**src/bgc_pkg.sv**
```systemverilog
// ----------------------------------------------------------------------------
// Bar gradient colour generator package
// Shared widths, register indexes and fixed-point constants.
// ----------------------------------------------------------------------------
package bgc_pkg;

	localparam int unsigned CHAN_W     = 16;
	localparam int unsigned COUNT_W    = 9;
	localparam int unsigned INDEX_W    = 8;
	localparam int unsigned CFG_IDX_W  = 2;
	localparam int unsigned CFG_DATA_W = 16;
	localparam int unsigned HUE_W      = 16;
	localparam int unsigned FRAC_W     = 17;
	localparam int unsigned DEF_MAX_BARS = 256;

	localparam logic [CFG_IDX_W-1:0] REG_BASE_RED   = 2'd0;
	localparam logic [CFG_IDX_W-1:0] REG_BASE_GREEN = 2'd1;
	localparam logic [CFG_IDX_W-1:0] REG_BASE_BLUE  = 2'd2;
	localparam logic [CFG_IDX_W-1:0] REG_BAR_COUNT  = 2'd3;

	localparam logic [HUE_W-1:0]  HUE_BLUE = 16'd37683;
	localparam logic [FRAC_W-1:0] ONE16    = 17'd65536;
	localparam logic [FRAC_W-1:0] V_BASE   = 17'd49152;

	// Saturation and value of one bar, unsigned fixed point with 16 fraction bits
	typedef struct packed {
		logic [FRAC_W-1:0] s;
		logic [FRAC_W-1:0] v;
	} sv_pair_t;

endpackage

```
**src/bgc_hue_unit.sv**
```systemverilog
// ----------------------------------------------------------------------------
// Base hue unit
// Works out the sextant and rotated channel bases of the configured colour.
// Division is bit-serial, one quotient bit a cycle; runs after each cfg_changed pulse.
// ----------------------------------------------------------------------------
module bgc_hue_unit (
	input  logic                        clk,
	input  logic                        arst_n,
	input  logic                        cfg_changed,
	input  logic [bgc_pkg::CHAN_W-1:0]  red_q,
	input  logic [bgc_pkg::CHAN_W-1:0]  green_q,
	input  logic [bgc_pkg::CHAN_W-1:0]  blue_q,
	output logic [bgc_pkg::FRAC_W-1:0]  chan_r,
	output logic [bgc_pkg::FRAC_W-1:0]  chan_g,
	output logic [bgc_pkg::FRAC_W-1:0]  chan_b
);
	import bgc_pkg::*;

	localparam logic [1:0] ST_IDLE = 2'd0;
	localparam logic [1:0] ST_DIV  = 2'd1;
	localparam logic [1:0] ST_DONE = 2'd2;

	logic [1:0]          state_q;
	logic [4:0]          cnt_q;
	logic [CHAN_W-1:0]   mx, mn, d, a1, a2;
	logic [2:0]          lo;
	logic                grey;
	logic [CHAN_W:0]     num;
	logic [31:0]         dividend;
	logic [CHAN_W:0]     rem_q;
	logic [31:0]         num_q;
	logic [HUE_W-1:0]    quo_q;
	logic [CHAN_W:0]     div_q;
	logic [2:0]          lo_q;
	logic                grey_q;
	logic [CHAN_W+1:0]   shifted;
	logic [CHAN_W+1:0]   trial;
	logic                fits;
	logic [HUE_W-1:0]    hue;
	logic [HUE_W-1:0]    hue_q;
	logic [1:0]          k;
	logic [HUE_W-1:0]    rem_h;
	logic [FRAC_W-1:0]   l2, l1;

	always_comb begin
		mx = red_q;
		if (green_q > mx) mx = green_q;
		if (blue_q > mx) mx = blue_q;
		mn = red_q;
		if (green_q < mn) mn = green_q;
		if (blue_q < mn) mn = blue_q;
		d = mx - mn;
		grey = (d == '0) || ({4'd0, d} * 20'd10 < {4'd0, mx});
		if (red_q == mx) begin
			lo = 3'd0; a1 = green_q; a2 = blue_q;
		end else if (green_q == mx) begin
			lo = 3'd2; a1 = blue_q; a2 = red_q;
		end else begin
			lo = 3'd4; a1 = red_q; a2 = green_q;
		end
		num = {1'b0, a1} + {1'b0, d} - {1'b0, a2};
		// 2*num*8192 + d, divided by 2*d below
		dividend = {1'b0, num, 14'd0} + {16'd0, d};
	end

	// Restoring division, dividend bits brought down MSB first
	always_comb begin
		shifted = {rem_q, num_q[31]};
		trial   = shifted - {1'b0, div_q};
		fits    = shifted >= {1'b0, div_q};
	end

	always_ff @(posedge clk or negedge arst_n) begin
		if (!arst_n) begin
			state_q <= ST_IDLE;
			cnt_q   <= '0;
			hue_q   <= HUE_BLUE;
		end else if (cfg_changed) begin
			state_q <= ST_DIV;
			cnt_q   <= 5'd31;
		end else begin
			case (state_q)
				ST_DIV: begin
					cnt_q <= cnt_q - 5'd1;
					if (cnt_q == 5'd0) state_q <= ST_DONE;
				end
				ST_DONE: begin
					hue_q   <= grey_q ? HUE_BLUE : hue;
					state_q <= ST_IDLE;
				end
				default: begin
				end
			endcase
		end
	end

	always_ff @(posedge clk) begin
		if (cfg_changed) begin
			rem_q  <= '0;
			num_q  <= dividend;
			quo_q  <= '0;
			div_q  <= {d, 1'b0};
			lo_q   <= lo;
			grey_q <= grey;
		end else if (state_q == ST_DIV) begin
			rem_q <= fits ? trial[CHAN_W:0] : shifted[CHAN_W:0];
			num_q <= {num_q[30:0], 1'b0};
			quo_q <= {quo_q[HUE_W-2:0], fits};
		end
	end

	always_comb begin
		hue   = {lo_q, 13'd0} + quo_q;
		k     = 2'd0;
		rem_h = hue_q;
		if (hue_q >= 16'd16384) begin k = 2'd1; rem_h = hue_q - 16'd16384; end
		if (hue_q >= 16'd32768) begin k = 2'd2; rem_h = hue_q - 16'd32768; end
		if (hue_q >= 16'd49152) begin k = 2'd0; rem_h = hue_q - 16'd49152; end
		if (rem_h < 16'd8192) begin
			l1 = '0;
			l2 = FRAC_W'({(16'd8192 - rem_h), 3'd0});
		end else begin
			l1 = FRAC_W'({(rem_h - 16'd8192), 3'd0});
			l2 = '0;
		end
		case (k)
			2'd1: begin chan_r = l2; chan_g = ONE16; chan_b = l1; end
			2'd2: begin chan_r = l1; chan_g = l2; chan_b = ONE16; end
			default: begin chan_r = ONE16; chan_g = l1; chan_b = l2; end
		endcase
	end

endmodule

```
**config.mk**
```make
export PLATFORM = sky130hd
export DESIGN_NAME = bgc_hue_unit
export DESIGN_NICKNAME = d
export VERILOG_FILES = /design/src/bgc_pkg.sv /design/src/bgc_hue_unit.sv
export SDC_FILE = /design/constraint.sdc
export NUM_CORES = 1
export LEC_CHECK = 0
export ABC_AREA = 0
export BUFFER_PORTS_ARGS = -buffer_cell sky130_fd_sc_hd__buf_2
export CELL_PAD_IN_SITES_DETAIL_PLACEMENT = 1
export CELL_PAD_IN_SITES_GLOBAL_PLACEMENT = 1
export CORE_ASPECT_RATIO = 0.7
export CORE_UTILIZATION = 35
export CTS_CLUSTER_SIZE = 10
export DETAILED_ROUTE_END_ITERATION = 16
export GPL_TIMING_DRIVEN = 0
export HOLD_SLACK_MARGIN = 0.03
export PLACE_DENSITY_LB_ADDON = 0.12
export SLEW_MARGIN = 40
export SYNTH_ARGS = -nofsm -noshare
export SYNTH_HDL_FRONTEND = slang
export SYNTH_SLANG_ARGS = --single-unit
```
**constraint.sdc**
```tcl
create_clock -name clk -period 4.8 [get_ports clk]
set_input_delay 0.72 -clock clk [delete_from_list [all_inputs] [get_ports clk]]
set_output_delay 0.72 -clock clk [all_outputs]
set_load 0.01 [all_outputs]
```
==> run metrics <==
status=finished, violations left; gr ovfl total=0; CTS hold repair buffers=0; crit path kind=input port to flop; Antenna Violating Nets Remaining=0; Clock Power Share=5.1%; GPL Wtd Cong=0.908; clk root buf=clkbuf_16; pins over their slew limit=0; largest cells by area after synthesis=ha_1, edfxtp_1, a21oi_1; drt total wl=54000 um; Flop pwr share=9.6%; core area=36300 sq um; main flop type after synthesis=edfxtp_1; P&R area growth vs syn=39.4%; arrival time worst endpoint=9.83 ns; top cells by count, synth=inv_1, nor2_1, a21oi_1; Logic pwr share=85.2%; Netlist cell types=89; ANT cells=0; Max H-tree Level=3; Setup WS post-layout=-4.94 ns; total number of vias=13500; total I/O pin count=102; Worst EP required=4.89 ns; Pint=7.60 mW; Routed WL per cell=22.7 um; FF-to-FF End=rem_q[12]; vias per inst=5.70; failing checks=negative setup slack; Die X=232 um; Worst Skew=0.0111 ns; Hold Path Class=input port to asynchronous set/reset pin; Sw Share=48.7%; Post-DP HPWL=40500 um; Synth Instances=1637; Fillers=4203; worst-margin pin slew=0.883 ns; async set-reset flop share out of synthesis=21.5%; Worst-path clk slew=0.07 ns; count of final setup violators=51; min cycle time layout=9.74 ns; Sw Pwr=7.22 mW; Startpoint Class=input port; clk_lat worst skew=0.37 ns; R2R Setup Slk=0.37 ns; fmax=0.103 GHz; Global Route Usage Sum=27.4%; Synth top area share=14.0%; Synth warnings=0; full die area=37900 sq um; peak fanout along the critical path=8; cell taking the most area after synthesis=ha_1; vias in the first global route=13400; Finished Layout Cells=2376; maximum vdd drop=0.000718 V; CTS buffer count=9; Initial Util=35.8%; placed insts=2217; crit-path max cell delay=0.56 ns; setup_tns=-128.11 ns; Design Power=14.8 mW; CTS tree=built; IO Port Bufs=91; first-pass GRT wire length=79100 um; pin count of the biggest net entering global routing=25; Slew Limit Headroom=40.7%; Fin. Hold Viols=0; Clock Tree Buf Depth=2; FF+latch count, synth=107; drt initial violations=960; Mean Syn Cell Area=7.94 sq um; Die Span Y=163 um; router iterations before antenna repair=5; clk sinks=107; most frequent cell after synthesis=inv_1; hold slack=0.333 ns; critical path endpoint category=flop; Mapped Area=13000 sq um; Pwr per Cell Area=817 nW/um^2; most used cell, CP=a21oi_2; Pleak=7.94 nW; CP max-delay cell=fa_1; # rows=58; fin crit share=203%; Reg2Reg Depth=17; Residual DRC=0; origin of the critical flop-to-flop path=div_q[2]; max-capacitance violation count=0; Layout Nets=2106; initial antenna violation count=2; unrepaired setup endpoints after global routing=true; Post-synth EDFFs=51; register area share after synthesis=21.4%; layout cell share with drive strength beyond 1=34.6%
-- stage by stage --
stage	setup slack, ns	utilization [%]	area (sq um)
floorplan	-4.11	-	13600
global placement	-7.55	40.5	14700
detailed placement	-7.77	40.6	14700
CTS	-4.93	46.4	16800
global route	-5.19	50.0	18100
finish	-4.94	50.0	18100
-- worst max path at each step --
stage	from	endpoint	cells past startpoint
3_3_place_gp	red_q[13]	num_q[30]	41
5_1_grt	red_q[11]	num_q[30]	44
6_report	red_q[11]	num_q[30]	45
4_1_cts	red_q[15]	num_q[30]	44
3_5_place_dp	red_q[13]	num_q[30]	41
2_1_floorplan	red_q[11]	num_q[30]	43
-- cell families (layout without fill, tap and decap cells) --
kind of cell,count (synthesis),after routing,synth area share [%]
adders and majority gates,164,164,16.8
buffers and inverters,241,492,7.41
muxes,75,75,6.19
AOI/OAI and AO/OA,466,466,23.6
DFF,107,107,21.4
and+or+nand+nor,510,510,19.7
other,1,9,0.0288
xor gates and xnor gates,73,73,4.92
-- power groups by stage --
stage | registers, mW | logic [mW] | clock network [mW]
floorplan | 1.39 | 6.31 | 0
global placement | 1.43 | 8.09 | 0
detailed placement | 1.44 | 8.40 | 0
CTS | 1.42 | 10.5 | 0.783
global route | 1.45 | 13.5 | 0.815
finish | 1.42 | 12.6 | 0.763
-- critical path: cells and delay by family --
kind / cells / cell delay [ns]
compound gates: 21 / 4.16
simple gates: 9 / 1.61
fa+ha+maj: 4 / 1.43
buf+inv: 7 / 0.94
xor+xnor: 3 / 0.60
mux: 1 / 0.35
-- final cells by class --
class	count	area, sq um	area share [%]
tap	480	601	3.31
clock buffer	13	272	1.50
inverter	165	697	3.84
buffer	73	607	3.35
clock inverter	3	26.3	0.145
sequential	107	2780	15.3
timing repair buffer	238	1970	10.9
multi-input combinational	1297	11200	61.6
-- repair_timing --
action / CTS / global route
endpoints found under the setup margin: 89 / 95
setup buffers: 91 / 61
pin swaps: 97 / 103
resized for setup: 242 / 216
gates cloned: 0 / 1
-- state kept, by name, summed over array words and instances, names as in the netlist --
register,count
num_q,32
rem_q,17
div_q,16
hue_q,16
quo_q,16
cnt_q,5
lo_q,2
state_q,2
grey_q,1
-- layout by cell type, fill, tap and decap left out, types with 25 or more instances in the layout --
cell      count
nor2_1      139
ha_1        115
o21ai_0      82
buf_2        67
clkbuf_1     26
inv_1       124
edfxtp_1     51
mux2i_1      35
dfxtp_1      33
buf_6        43
ha_4         27
a21oi_2      35
mux2_2       25
nand2_1     123
xnor2_1      35
a21oi_1     105
buf_4       125
-- per-layer routing --
layer | track usage (%) | wire (um) | vias to the layer above
li1 | - | - | 6367
met1 | 42.7 | 27800 | 6794
met2 | 38.4 | 22000 | 355
met3 | 6.06 | 3750 | 31
met4 | 3.14 | 483 | 0
met5 | 0 | 0 | -
(Power assumes the default switching activity.)
